==> src/hw/rtl/nstp_pkg.sv <==
// nstp_pkg: shared widths, codes, state encoding and status types of the
// nested section time profiler
// no dependencies
package nstp_pkg;

    // field widths of the channel beats and the config port
    localparam int REQ_W     = 2;
    localparam int SEC_W     = 4;
    localparam int TS_W      = 32;
    localparam int METRIC_W  = 4;
    localparam int CFG_W     = 16;
    localparam int CFG_IDX_W = 1;
    localparam int DEPTH_W   = 8;

    // section layout
    localparam int MAP_PHASES_DEF = 6;
    localparam int FIXED_SECTIONS = 5;

    // report metric codes
    localparam int FRAME_METRIC_IDX = 0;
    localparam int FPS_METRIC_IDX   = 6;

    // fps numerator: frames * ticks_per_second * 100 + elapsed / 2
    localparam int PROD_W    = TS_W + CFG_W;
    localparam int FPS_NUM_W = 56;
    localparam logic [TS_W-1:0] FPS_CAP   = 32'd99999;
    localparam logic [6:0]      FPS_SCALE = 7'd100;

    // config reset values
    localparam logic [CFG_W-1:0] PERIOD_TICKS_RST = 16'd100;
    localparam logic [CFG_W-1:0] TPS_RST          = 16'd200;

    typedef enum logic [REQ_W-1:0] {
        REQ_SEC_BEGIN   = 2'd0,
        REQ_SEC_END     = 2'd1,
        REQ_FRAME_BEGIN = 2'd2,
        REQ_FRAME_END   = 2'd3
    } t_req;

    typedef enum logic [CFG_IDX_W-1:0] {
        CFG_PERIOD_TICKS  = 1'b0,
        CFG_TICKS_PER_SEC = 1'b1
    } t_cfg_idx;

    typedef enum logic [4:0] {
        S_IDLE,
        S_SEC_BEGIN,
        S_SEC_END,
        S_SEC_ADD,
        S_FRAME_BEGIN,
        S_FE_DIFF,
        S_FE_FSUM,
        S_FE_SECT,
        S_FE_COUNT,
        S_FE_CHECK,
        S_FE_CMP,
        S_MUL1,
        S_MUL2,
        S_MUL3,
        S_DIV_START,
        S_DIV_WAIT,
        S_CLEAR
    } t_state;

    typedef struct packed {
        logic busy;
        logic done;
    } t_div_stat;

endpackage

==> src/hw/rtl/nstp_div.sv <==
// nstp_div: restoring radix-2 divider, one quotient bit per cycle
// depends on nstp_pkg
module nstp_div import nstp_pkg::*; #(
    parameter int DVD_W = FPS_NUM_W,
    parameter int DVS_W = TS_W
) (
    input  logic             i_clk,
    input  logic             i_rst_n,
    input  logic             i_start,
    input  logic [DVD_W-1:0] i_dividend,
    input  logic [DVS_W-1:0] i_divisor,
    output t_div_stat        o_stat,
    output logic [DVD_W-1:0] o_quotient
);
    localparam int CNT_W = $clog2(DVD_W + 1);

    logic [DVD_W-1:0] r_quo;
    logic [DVS_W-1:0] r_rem;
    logic [DVS_W-1:0] r_dvs;
    logic [CNT_W-1:0] r_cnt;
    logic             r_busy;
    logic             r_done;

    logic [DVS_W:0]   rem_sh;
    logic [DVS_W:0]   rem_sub;
    logic             ge;

    always_comb begin
        rem_sh  = {r_rem, r_quo[DVD_W-1]};
        ge      = (rem_sh >= {1'b0, r_dvs});
        rem_sub = rem_sh - {1'b0, r_dvs};
    end

    // control
    always_ff @(posedge i_clk) begin
        if (!i_rst_n) begin
            r_busy <= 1'b0;
            r_done <= 1'b0;
            r_cnt  <= '0;
        end else if (i_start) begin
            r_busy <= 1'b1;
            r_done <= 1'b0;
            r_cnt  <= CNT_W'(DVD_W);
        end else if (r_busy) begin
            r_cnt <= r_cnt - CNT_W'(1);
            if (r_cnt == CNT_W'(1)) begin
                r_busy <= 1'b0;
                r_done <= 1'b1;
            end
        end
    end

    // datapath: dividend shifts out at the top, quotient bits in at the bottom
    always_ff @(posedge i_clk) begin
        if (i_start) begin
            r_quo <= i_dividend;
            r_rem <= '0;
            r_dvs <= i_divisor;
        end else if (r_busy) begin
            r_quo <= {r_quo[DVD_W-2:0], ge};
            r_rem <= ge ? rem_sub[DVS_W-1:0] : rem_sh[DVS_W-1:0];
        end
    end

    assign o_stat.busy = r_busy;
    assign o_stat.done = r_done;
    assign o_quotient  = r_quo;
endmodule
==> config.mk <==
export PLATFORM = sky130hd
export DESIGN_NAME = nstp_div
export DESIGN_NICKNAME = d
export VERILOG_FILES = /design/src/hw/rtl/nstp_pkg.sv /design/src/hw/rtl/nstp_div.sv
export SDC_FILE = /design/constraint.sdc
export NUM_CORES = 1
export LEC_CHECK = 0
export BUFFER_PORTS_ARGS = -buffer_cell sky130_fd_sc_hd__clkbuf_2
export CAP_MARGIN = 20
export CORE_MARGIN = 5
export CORE_UTILIZATION = 54
export CTS_CLUSTER_SIZE = 10
export DETAILED_ROUTE_END_ITERATION = 7
export GPL_TIMING_DRIVEN = 0
export PLACE_DENSITY_LB_ADDON = 0.05
export SLEW_MARGIN = 5
export SYNTH_ARGS = -nofsm -noshare
export SYNTH_HDL_FRONTEND = slang
export SYNTH_SLANG_ARGS = --single-unit
==> constraint.sdc <==
create_clock -name i_clk -period 3.5 [get_ports i_clk]
set_input_delay 0.7 -clock i_clk [delete_from_list [all_inputs] [get_ports i_clk]]
set_output_delay 0.7 -clock i_clk [all_outputs]
set_load 0.05 [all_outputs]
Word level (Yosys, flattened, before mapping)
Index checks and enable logic that the tools add are counted.
{"block": "classes", "add_sub_neg": 2, "magnitude_cmp": 1, "eq_ne": 1, "muxes": 8, "n_bitwise": 1, "reduce_logical": 3}
{"op": "two-way mux 56 bit", "count": 2}
{"op": "greater-or-equal comparator 33 x 32 -> 1 bit", "count": 1}
{"op": "two-way mux 32 bit", "count": 1}
{"op": "subtractor 32 bit", "count": 1}
{"op": "two-way mux 6 bit", "count": 2}
{"op": "equality test 6 x 1 -> 1 bit, second input constant", "count": 1}
{"op": "subtractor 6 x 1 -> 6 bit, second input constant", "count": 1}
{"op": "two-way mux 1 bit", "count": 3}
{"op": "AND reduction 2 bit", "count": 1}
{"op": "nonzero test 2 bit", "count": 1}
{"op": "OR reduction 2 bit", "count": 1}
{"op": "inverter 1 bit", "count": 1}
{"block": "totals", "register_bits": 128, "output_inout_bits": 58, "elab_cells": 23}

Longest topological paths before layout
Gate-level depths: netlist of the first run.
{"block": "depth", "word_depth": 4, "mapped_depth": 13}

Worst setup path after synthesis of the first run
No wires, ideal clock.
{"block": "synth_path", "path_kind": "reg2reg", "from": "register r_quo[55] (netlist: o_quotient[55])", "to": "register r_rem[20]", "t_arrival_ns": 2.708, "required_time_ns": 3.430, "setup_slack_ns": 0.722, "path_stages_with_launch": 12, "n_path_buf": 0, "cell_sequence": "edfxtp_1 inv_1 ha_1 fa_1 nand2b_1 a21oi_1 o2111a_1 o211ai_1 nand2_1 nor3b_1 or3_1 a21oi_1"}
{"block": "synth_via", "elab_chain_cells": 2, "elab_cells_between_ends": 3, "classes_between": "add/sub (1); order compare (1); mux (1)"}
{"element": "from (decl)", "line_no": "nstp_div.sv:17", "rtl": "logic [DVD_W-1:0] r_quo;"}
{"element": "from (signal assigned)", "line_no": "nstp_div.sv:56", "rtl": "r_quo <= i_dividend;"}
{"element": "from (signal assigned)", "line_no": "nstp_div.sv:60", "rtl": "r_quo <= {r_quo[DVD_W-2:0], ge};"}
{"element": "subtractor 32 bit / greater-or-equal comparator 33 x 32 -> 1 bit (equally long branches)", "line_no": "nstp_div.sv:31, nstp_div.sv:30"}
{"element": "two-way mux 32 bit *", "line_no": "nstp_div.sv:61", "rtl": "r_rem <= ge ? rem_sub[DVS_W-1:0] : rem_sh[DVS_W-1:0];"}
{"element": "to (signal assigned)", "line_no": "nstp_div.sv:61"}
{"element": "to (decl)", "line_no": "nstp_div.sv:18", "rtl": "logic [DVS_W-1:0] r_rem;"}
Every way passes the cells marked *; elsewhere a longest branch is shown, timed or not.
A chain may end at the register's enable or synchronous reset.

Worst setup path in the final report of the first run
{"block": "layout_path", "from": "input port i_start", "to": "register r_quo[13] (netlist: o_quotient[13]), enable pin"}
{"block": "layout_via", "elab_chain_cells": 1}
{"element": "from (decl)", "line_no": "nstp_div.sv:9", "rtl": "input logic i_start,"}
{"element": "nonzero test 2 bit (no line)"}
No other way between the ends.

==> flow_metrics.py, run 1 <==
metrics = {
    "worst_setup_path": {
        "max_stage_delay_ns": 0.58,
        "timing.rr.start": "r_dvs[15]",
        "endpoint_kind": "register",
        "startpoint_type": "primary input",
        "crit_type": "in2reg",
        "path_buf_inv": 5,
        "cp-startpoint": "i_start",
        "cp_top_family": "buffers and inverters",
        "crit_path_top_delay_cell": "clkbuf_1",
        "cp_data_arrival_time_ns": 3.28,
        "worst-path-max-fanout": 33,
        "worstPathCellList": "clkbuf_2 > clkbuf_1 > nor2_1 > clkbuf_1 > inv_2 > buf_12",
        "cpMostUsedCell": "clkbuf_1",
        "crit-reg2reg-capture": "r_rem[16]",
        "required_ns": 3.66,
        "reg2regPathDepth": 13,
        "rrSetupSlack_ns": 0.55,
    },
    "worst_hold_path": {
        "worstHoldStart": "i_divisor[30]",
        "hold_path.class": "in2reg",
        "min_to": "r_dvs[30]",
        "hold_path_depth": 1,
    },
    "pwr": {
        "p_switching_uw": 1454,
        "combPwrFrac_pct": 22.9,
        "clkPwrFrac_pct": 38.6,
        "p_int_uw": 3362,
        "seqPwrFrac_pct": 38.4,
        "p_sw_share_pct": 30.20,
        "ir_worst_vdd_uv": 449.1,
        "p_leak_uw": 0.003755,
        "powerDensity_mw_per_mm2": 551.9,
    },
    "logic_synthesis": {
        "syn_area_mm2": 0.007124,
        "synth.top_cell.area_share_pct": 37.09,
        "synth_area_leaders": "edfxtp_1 37%, dfxtp_1 11%, mux2_2 8.9%",
        "ys_ff_latch": 128,
        "netlist_instances": 644,
        "synth_edf_count": 88,
        "synthArstFlopShare_pct": 0,
        "ys_warn_count": 0,
        "ys_seq_area_share_pct": 48.33,
        "yosys.area.top_type": "edfxtp_1",
        "ys_types": 64,
        "syn-num-nets": 770,
        "syn_area_per_cell_um2": 11.06,
        "synth-main-ff-cell": "edfxtp_1",
    },
    "sta": {
        "setup_violations": 0,
        "max_slew.worst_pin.slew_ns": 0.9010,
        "rsz0062_at_grt": "false",
        "fin_crit_sh_pct": 89.32,
        "fmax_ghz": 0.3199,
        "hold_ws_ns": 0.4582,
        "fin_crit_ns": 3.126,
        "finalMaxSlewViolations": 0,
        "finalHoldViolCount": 0,
        "relSlewSlack_pct": 39.94,
        "clock_skew_ns": 0.009214,
        "timing.final.ws_setup_ns": 0.3739,
    },
    "finish": {
        "layout_common_cells": "148 x clkbuf_2, 88 x edfxtp_1, 56 x mux2_2",
        "antenna_cells": 0,
        "final_common_cell": "clkbuf_2",
        "fin_cells": 1001,
        "fin_nets": 938,
        "area_growth_pct": 22.50,
        "drive_above_1_share_pct": 31.52,
    },
    "floorplan": {
        "die-area_mm2": 0.01559,
        "coreArea_mm2": 0.01309,
        "pin_count": 149,
        "die_x_um": 124.9,
        "start_util_pct": 54.45,
        "die_h_um": 124.9,
        "rows": 42,
    },
    "drt": {
        "wl_per_cell_um": 17.81,
        "drc": 0,
        "vias": 5661,
        "detail-route-antenna-nets": 0,
        "routed_via_density": 5.655,
        "drtIter0Drc": 358,
        "routed_wirelength_um": 17830,
        "drt_pass1_iterations": 7,
    },
    "clock_network": {
        "insertion_delay_ns": 0.41,
        "cts_hold_buf": 0,
        "cts_tree": "built",
        "clock-sinks": 128,
        "post_cts.repair.setup_buffers": 0,
        "numCtsBuffers": 17,
        "cts.path.max_buffers": 2,
        "cts-htree-levels": 4,
        "ctsResizeCount": 0,
        "path_clk_slew_ns": 0.06,
        "root_buffer": "clkbuf_16",
    },
    "placement": {
        "dp.cells": 969,
        "dp_slack_ns": -0.1462,
        "gp_congestion": 0.9225,
        "portBuffers": 148,
        "hpwl_um": 13440,
    },
    "global_routing": {
        "grt_max_degree": 34,
        "grt_use_total_pct": 23.43,
        "grt_pass1_wl_um": 29380,
        "grt_antenna_before_repair": 0,
        "first_global_vias": 6042,
        "gr-total-overflow": 0,
    },
    "run_status": {
        "outcome": "complete, no violations",
    },
    "job": {
        "drv_cap": 0,
    },
}
==> cells in the mapped netlist, types with 5 or more instances <==
master     n
xnor2_1   15
o211ai_1  10
nor3_1     7
a31oi_1    7
a211oi_1  16
nand2_1   42
o21ai_1   13
buf_4      6
clkbuf_1  18
mux2_2    56
xor2_1    16
nor2_1    43
a21o_1    18
nand2b_1   8
ha_1      34
nand4_1    5
inv_1     41
o31ai_1    6
a21oi_1   33
buf_6      5
dfxtp_1   40
nand3_1    7
edfxtp_1  88
o21ai_0   13
mux2i_1   22
o21a_1    13
==> metrics by stage <==
step	cell area [µm²]	TNS [ns]	utilization [%]	total power [µW]
global placement	8085	-43.90	61.79	2950
finish	8727	0	66.70	4816
detailed placement	8105	-4.178	61.94	2979
floorplan	7124	0	-	2691
CTS	8727	0	66.70	4849
global route	8727	0	66.70	5034
==> how the worst max path moves through the flow <==
stage	cells past startpoint	end	slack (ns)
floorplan	11	r_rem[20]	0.72
global placement	5	o_quotient[10]	-0.79
detailed placement	6	o_quotient[11]	-0.15
CTS	6	o_quotient[22]	0.31
global route	6	o_quotient[22]	0.13
finish	6	o_quotient[13]	0.37
==> worst register-to-register path, delay by kind of cell, from the launching register on <==
family / cells / cell delay (ns)
mux: 1 / 0.32
simple gates: 3 / 0.66
compound gates: 4 / 0.65
fa+ha+maj: 1 / 0.26
flops: 1 / 0.32
buf+inv: 4 / 0.61
==> logic make-up (layout without fill, tap and decap cells) <==
group | count (synthesis) | in the layout | synth area share, %
compound gates | 157 | 157 | 14.79
mux | 79 | 79 | 12.10
buf+inv | 74 | 255 | 4.794
simple gates | 140 | 140 | 9.923
fa+ha+maj | 35 | 35 | 6.252
flops | 128 | 128 | 48.33
xor+xnor | 31 | 31 | 3.811
==> cell type report <==
cell class / instances / area (µm²)
Clock buffer: 19 / 432.9
Inverter: 41 / 153.9
Timing Repair Buffer: 149 / 760.7
Tap cell: 176 / 220.2
Multi-Input combinational cell: 442 / 3339
Sequential cell: 128 / 3443
Fill cell: 1035 / 4358
Buffer: 33 / 187.7
Clock inverter: 13 / 188.9
==> metal layers <==
layer  wire length (µm)  vias up  GRT usage, %
li1                   -     2719             -
met1               7236     2718         27.01
met2               8649      187         39.73
met3               1497       37         9.005
met4                444        0         8.546
met5                  0        -             0
==> flip-flops by register name (all words and copies together) (netlist names) <==
| register | cells |
|---|---|
| o_quotient | 56 |
| r_dvs | 32 |
| r_rem | 32 |
| r_cnt | 6 |
| r_busy | 1 |
| r_done | 1 |
==> power groups by stage <==
stage | clock [µW] | sequential [µW] | combinational, µW
6_report | 1860 | 1850 | 1100
5_1_grt | 1970 | 1870 | 1200
4_1_cts | 1890 | 1850 | 1110
3_5_place_dp | 0 | 1880 | 1100
3_3_place_gp | 0 | 1880 | 1070
2_1_floorplan | 0 | 2110 | 582
Note: power is estimated with default switching activity, not from simulation.
==> run 2: changes to the inputs <==
--- a/config.mk
+++ b/config.mk
@@ -13,6 +13,7 @@
 export DETAILED_ROUTE_END_ITERATION = 7
 export GPL_TIMING_DRIVEN = 0
 export PLACE_DENSITY_LB_ADDON = 0.05
+export REMOVE_ABC_BUFFERS = 1
 export SLEW_MARGIN = 5
 export SYNTH_ARGS = -nofsm -noshare
 export SYNTH_HDL_FRONTEND = slang
==> run 2 against run 1 <==
Effect of this change:
- final cell count fell by 3.0%
- hold slack got worse by 0.0077 ns
- utilization fell by 0.78 points
- clock power rose by 3%
- critical path depth rose by 4
- die area did not move
- cell area fell by 1.2%
- critical endpoint is now r_rem[1]
- largest power group unchanged
==> flow_metrics.py, run 2 (synthesis gave the netlist of run 1 again) <==
metrics = {
    "pwr": {
        "seqPwrFrac_pct": 38.4,
        "powerDensity_mw_per_mm2": 559.9,
        "p_leak_uw": 0.003699,
        "clkPwrFrac_pct": 39.5,
        "p_switching_uw": 1473,
        "p_int_uw": 3356,
        "p_sw_share_pct": 30.50,
        "combPwrFrac_pct": 22.1,
        "ir_worst_vdd_uv": 453.6,
    },
    "sta": {
        "setup_violations": 0,
        "setup_tns_ns": 0,
        "finalMaxSlewViolations": 0,
        "rsz0062_at_grt": "false",
        "clock_skew_ns": 0.008985,
        "fin_crit_ns": 3.109,
        "timing.final.ws_setup_ns": 0.3909,
        "fin_crit_sh_pct": 88.83,
        "fmax_ghz": 0.3216,
        "relSlewSlack_pct": 39.02,
        "finalHoldViolCount": 0,
        "max_slew.worst_pin.slew_ns": 0.9147,
    },
    "clock_network": {
        "cts_hold_buf": 0,
        "ctsResizeCount": 0,
        "cts.path.max_buffers": 2,
        "cts_tree": "built",
        "clock-sinks": 128,
        "numCtsBuffers": 17,
        "cts-htree-levels": 4,
        "path_clk_slew_ns": 0.06,
        "post_cts.repair.setup_buffers": 0,
        "insertion_delay_ns": 0.42,
        "root_buffer": "clkbuf_16",
    },
    "worst_setup_path": {
        "crit_path_top_delay_cell": "ha_1",
        "cp_data_arrival_time_ns": 3.45,
        "crit_type": "reg2reg",
        "path_buf_inv": 2,
        "crit-reg2reg-capture": "r_rem[1]",
        "cp-startpoint": "r_dvs[11]",
        "critPathCapture": "r_rem[1]",
        "timing.rr.start": "r_dvs[11]",
        "worstPathCellList": "inv_1 > ha_1 > nand2_1 > o211ai_1 > a21boi_1 > o311a_1 > o21ai_4 > buf_12 > mux2_1 > o21ai_1",
        "endpoint_kind": "register",
        "required_ns": 3.84,
        "reg2regPathDepth": 10,
        "cp_num_cells": 10,
        "startpoint_type": "register",
        "cp_top_family": "compound AO/OA/AOI/OAI gates",
        "rrSetupSlack_ns": 0.39,
        "max_stage_delay_ns": 0.48,
        "worst-path-max-fanout": 21,
    },
    "drt": {
        "drc": 0,
        "routed_via_density": 5.563,
        "detail-route-antenna-nets": 0,
        "routed_wirelength_um": 16430,
        "drtIter0Drc": 361,
        "vias": 5402,
        "drt_pass1_iterations": 5,
        "wl_per_cell_um": 16.92,
    },
    "floorplan": {
        "die_h_um": 124.9,
        "start_util_pct": 54.45,
        "pin_count": 149,
        "die_x_um": 124.9,
        "rows": 42,
        "die-area_mm2": 0.01559,
        "coreArea_mm2": 0.01309,
    },
    "global_routing": {
        "grt_max_degree": 120,
        "first_global_vias": 5617,
        "gr-total-overflow": 0,
        "grt_pass1_wl_um": 27390,
        "grt_antenna_before_repair": 0,
        "grt_use_total_pct": 21.58,
    },
    "finish": {
        "largest_register_ffs": 56,
        "final_common_cell": "clkbuf_2",
        "fin_area_mm2": 0.008625,
        "fin_nets": 908,
        "area_growth_pct": 21.06,
        "drive_above_1_share_pct": 31.70,
        "layout_common_cells": "147 x clkbuf_2, 88 x edfxtp_1, 56 x mux2_2",
        "antenna_cells": 0,
    },
    "worst_hold_path": {
        "hold_path.class": "in2reg",
        "worstHoldStart": "i_divisor[26]",
    },
    "placement": {
        "dp_slack_ns": 0.2143,
        "gp_congestion": 0.8586,
        "placed_area_mm2": 0.007983,
        "portBuffers": 148,
        "hpwl_um": 11840,
    },
    "job": {
        "drv_cap": 0,
    },
    "run_status": {
        "outcome": "complete, no violations",
    },
}
## run 2: cell count changes in the layout (fill, tap and decap cells not counted), moves of 3 or more
| cell | previous run | this run |
|---|---|---|
| clkbuf_1 | 20 | 0 |
| buf_4 | 6 | 1 |
| buf_6 | 5 | 0 |
| buf_2 | 3 | 0 |
## run 2: per-layer routing
layer  track usage, %  share of wire, %  up-vias
met5                0                 0        -
met4            6.696               1.3        0
met3            8.662               7.7       19
met2            35.11                48      157
met1            26.41                43     2557
li1                 -                 -     2669
## run 2: power groups by stage
stage,Combinational (µW),Clock [µW],Sequential (µW)
2_1_floorplan,532,0,2120
3_3_place_gp,1030,0,1890
3_5_place_dp,1070,0,1880
4_1_cts,1070,1930,1860
5_1_grt,1170,2010,1870
6_report,1070,1910,1860
## run 2: how the worst min path moves through the flow
stage                end  slack [ns]  cells past startpoint
6_report       r_dvs[26]        0.45                      1
5_1_grt        r_dvs[26]        0.43                      1
4_1_cts        r_dvs[26]        0.44                      1
3_5_place_dp   r_rem[27]        0.46                      2
3_3_place_gp   r_rem[16]        0.46                      2
2_1_floorplan   r_rem[1]        0.44                      2
## run 2: final cells by class
type	count	area [µm²]
fill	1039	4461
tap	176	220.2
clock buffer	17	425.4
clock inverter	15	209.0
sequential	128	3445
inverter	41	153.9
multi-input combinational	442	3347
timing repair buffer	152	824.5
## run 2: metrics by stage
| stage | hold slack, ns | util, % | power [µW] | std cells |
|---|---|---|---|---|
| finish | 0.4506 | 65.91 | 4829 | 971 |
| global route | 0.4314 | 65.91 | 5043 | 971 |
| CTS | 0.4356 | 65.85 | 4859 | 970 |
| detailed placement | 0.4647 | 61.01 | 2950 | 938 |
| global placement | 0.4578 | 60.36 | 2919 | 935 |
| floorplan | 0.4420 | - | 2651 | 611 |
==> run 3: changes to the inputs <==
--- a/config.mk
+++ b/config.mk
@@ -5,14 +5,15 @@
 export SDC_FILE = /design/constraint.sdc
 export NUM_CORES = 1
 export LEC_CHECK = 0
-export BUFFER_PORTS_ARGS = -buffer_cell sky130_fd_sc_hd__clkbuf_2
 export CAP_MARGIN = 20
 export CORE_MARGIN = 5
 export CORE_UTILIZATION = 54
 export CTS_CLUSTER_SIZE = 10
 export DETAILED_ROUTE_END_ITERATION = 7
+export DONT_BUFFER_PORTS = 1
 export GPL_TIMING_DRIVEN = 0
 export PLACE_DENSITY_LB_ADDON = 0.05
+export RECOVER_POWER = 50
 export REMOVE_ABC_BUFFERS = 1
 export SLEW_MARGIN = 5
 export SYNTH_ARGS = -nofsm -noshare
==> run 3 against run 2 <==
Effect of this change:
- sequential power up 14%
- critical endpoint is now r_rem[24]
- power down 3.6%
- non-clock buffer count down 146
- maximum frequency down 2.0%
- count of clock-buffer cells in the layout up 2
- clock skew up 0.00076 ns
- combinational power down 36%
- sequential cell count unchanged
- worst setup slack worse by 0.065 ns
- hold slack worse by 0.079 ns
- clock power down 3%
- cell area down 8.8%
==> flow_metrics.py, run 3 (synthesis gave the netlist of run 1 again) <==
metrics = {
    "global_routing": {
        "grt_use_total_pct": 20.20,
        "first_global_vias": 5052,
        "grt_pass1_wl_um": 25480,
        "gr-total-overflow": 0,
        "grt_max_degree": 120,
        "grt_antenna_before_repair": 1,
    },
    "drt": {
        "wl_per_cell_um": 18.84,
        "routed_via_density": 5.855,
        "drt_pass1_iterations": 5,
        "vias": 4830,
        "drtIter0Drc": 306,
        "detail-route-antenna-nets": 0,
        "routed_wirelength_um": 15550,
        "drc": 0,
    },
    "sta": {
        "max_slew.worst_pin.slew_ns": 1.012,
        "setup_tns_ns": 0,
        "rsz0062_at_grt": "false",
        "clock_skew_ns": 0.009748,
        "timing.final.ws_setup_ns": 0.3262,
        "relSlewSlack_pct": 32.45,
        "finalHoldViolCount": 0,
        "finalMaxSlewViolations": 0,
        "fin_crit_ns": 3.174,
        "fmax_ghz": 0.3151,
        "fin_crit_sh_pct": 90.68,
        "setup_violations": 0,
    },
    "clock_network": {
        "post_cts.repair.setup_buffers": 0,
        "numCtsBuffers": 17,
        "insertion_delay_ns": 0.42,
        "root_buffer": "clkbuf_16",
        "clock-sinks": 128,
        "ctsResizeCount": 0,
        "path_clk_slew_ns": 0.06,
        "cts-htree-levels": 4,
        "cts_hold_buf": 0,
        "cts.path.max_buffers": 2,
        "cts_tree": "built",
    },
    "worst_setup_path": {
        "path_buf_inv": 1,
        "worst-path-max-fanout": 7,
        "crit_type": "reg2reg",
        "reg2regPathDepth": 11,
        "crit_path_top_delay_cell": "edfxtp_1",
        "startpoint_type": "register",
        "cp_num_cells": 11,
        "required_ns": 3.84,
        "max_stage_delay_ns": 0.69,
        "endpoint_kind": "register",
        "cp_data_arrival_time_ns": 3.52,
        "worstPathCellList": "inv_1 > ha_1 > fa_1 > nand2b_1 > a21oi_1 > o2111a_1 > o211ai_1 > nor4b_1 > a311oi_1 > mux2i_1 > o21ai_1",
        "cp_top_family": "compound AO/OA/AOI/OAI gates",
    },
    "floorplan": {
        "start_util_pct": 54.45,
        "die_h_um": 124.9,
        "die_x_um": 124.9,
        "die-area_mm2": 0.01559,
        "rows": 42,
        "pin_count": 149,
        "coreArea_mm2": 0.01309,
    },
    "run_status": {
        "outcome": "complete, no violations",
    },
    "pwr": {
        "powerDensity_mw_per_mm2": 591.5,
        "ir_worst_vdd_uv": 421.9,
        "p_total_uw": 4654,
        "p_leak_uw": 0.003079,
    },
    "placement": {
        "portBuffers": 0,
        "hpwl_um": 11240,
        "gp_congestion": 0.8424,
        "placed_area_mm2": 0.007233,
        "dp_slack_ns": 0.1782,
    },
    "finish": {
        "layout_common_cells": "88 x edfxtp_1, 56 x mux2_2, 43 x nor2_1",
        "area_growth_pct": 10.45,
        "fin_area_mm2": 0.007869,
        "fin_nets": 762,
        "final_common_cell": "edfxtp_1",
        "drive_above_1_share_pct": 15.56,
        "antenna_cells": 0,
        "largest_register_ffs": 56,
        "fin_util_pct": 60.14,
    },
    "worst_hold_path": {
        "hold_path.class": "in2reg",
        "hold_path_depth": 1,
    },
    "job": {
        "drv_cap": 0,
    },
}
run 3: final cells by class:
cell class / count / area (µm²)
fill: 1102 / 5216
clock inverter: 13 / 185.2
clock buffer: 19 / 432.9
inverter: 41 / 153.9
tap: 176 / 220.2
timing repair buffer: 6 / 86.33
multi-input combinational: 442 / 3347
sequential: 128 / 3443
run 3: worst register-to-register path, cell delays in order (launching register included):
cell and delay, ns:
edfxtp_1 0.69, inv_1 0.09, ha_1 0.24, fa_1 0.40, nand2b_1 0.18, a21oi_1 0.21
o2111a_1 0.37, o211ai_1 0.17, nor4b_1 0.17, a311oi_1 0.30, mux2i_1 0.15, o21ai_1 0.13
run 3: worst paths after layout:
kind | from | to | slack, ns
max reg2reg | o_quotient[55] | r_rem[24] | 0.33
min reg2reg | r_rem[16] | r_rem[16] | 0.47
max | o_quotient[55] | r_rem[24] | 0.33
min | i_start | r_rem[3] | 0.37
run 3: metrics by stage:
stage               instances  hold slack (ns)
floorplan                 611           0.4420
global route              825           0.3350
global placement          787           0.4571
finish                    825           0.3715
detailed placement        790           0.4671
CTS                       822           0.3400
run 3: metal layers:
| metal | share of wire, % | routed length, µm | vias up | track usage, % |
|---|---|---|---|---|
| met5 | 0.12 | 18 | - | 0 |
| met4 | 1.1 | 166 | 2 | 5.804 |
| met3 | 7.4 | 1155 | 16 | 9.005 |
| met2 | 48 | 7465 | 129 | 32.67 |
| met1 | 43 | 6740 | 2313 | 24.53 |
| li1 | - | - | 2370 | - |
run 3: power by group:
group / internal (µW) / switching (µW)
Combinational: 304 / 378
Sequential: 1780 / 335
Clock: 1190 / 663
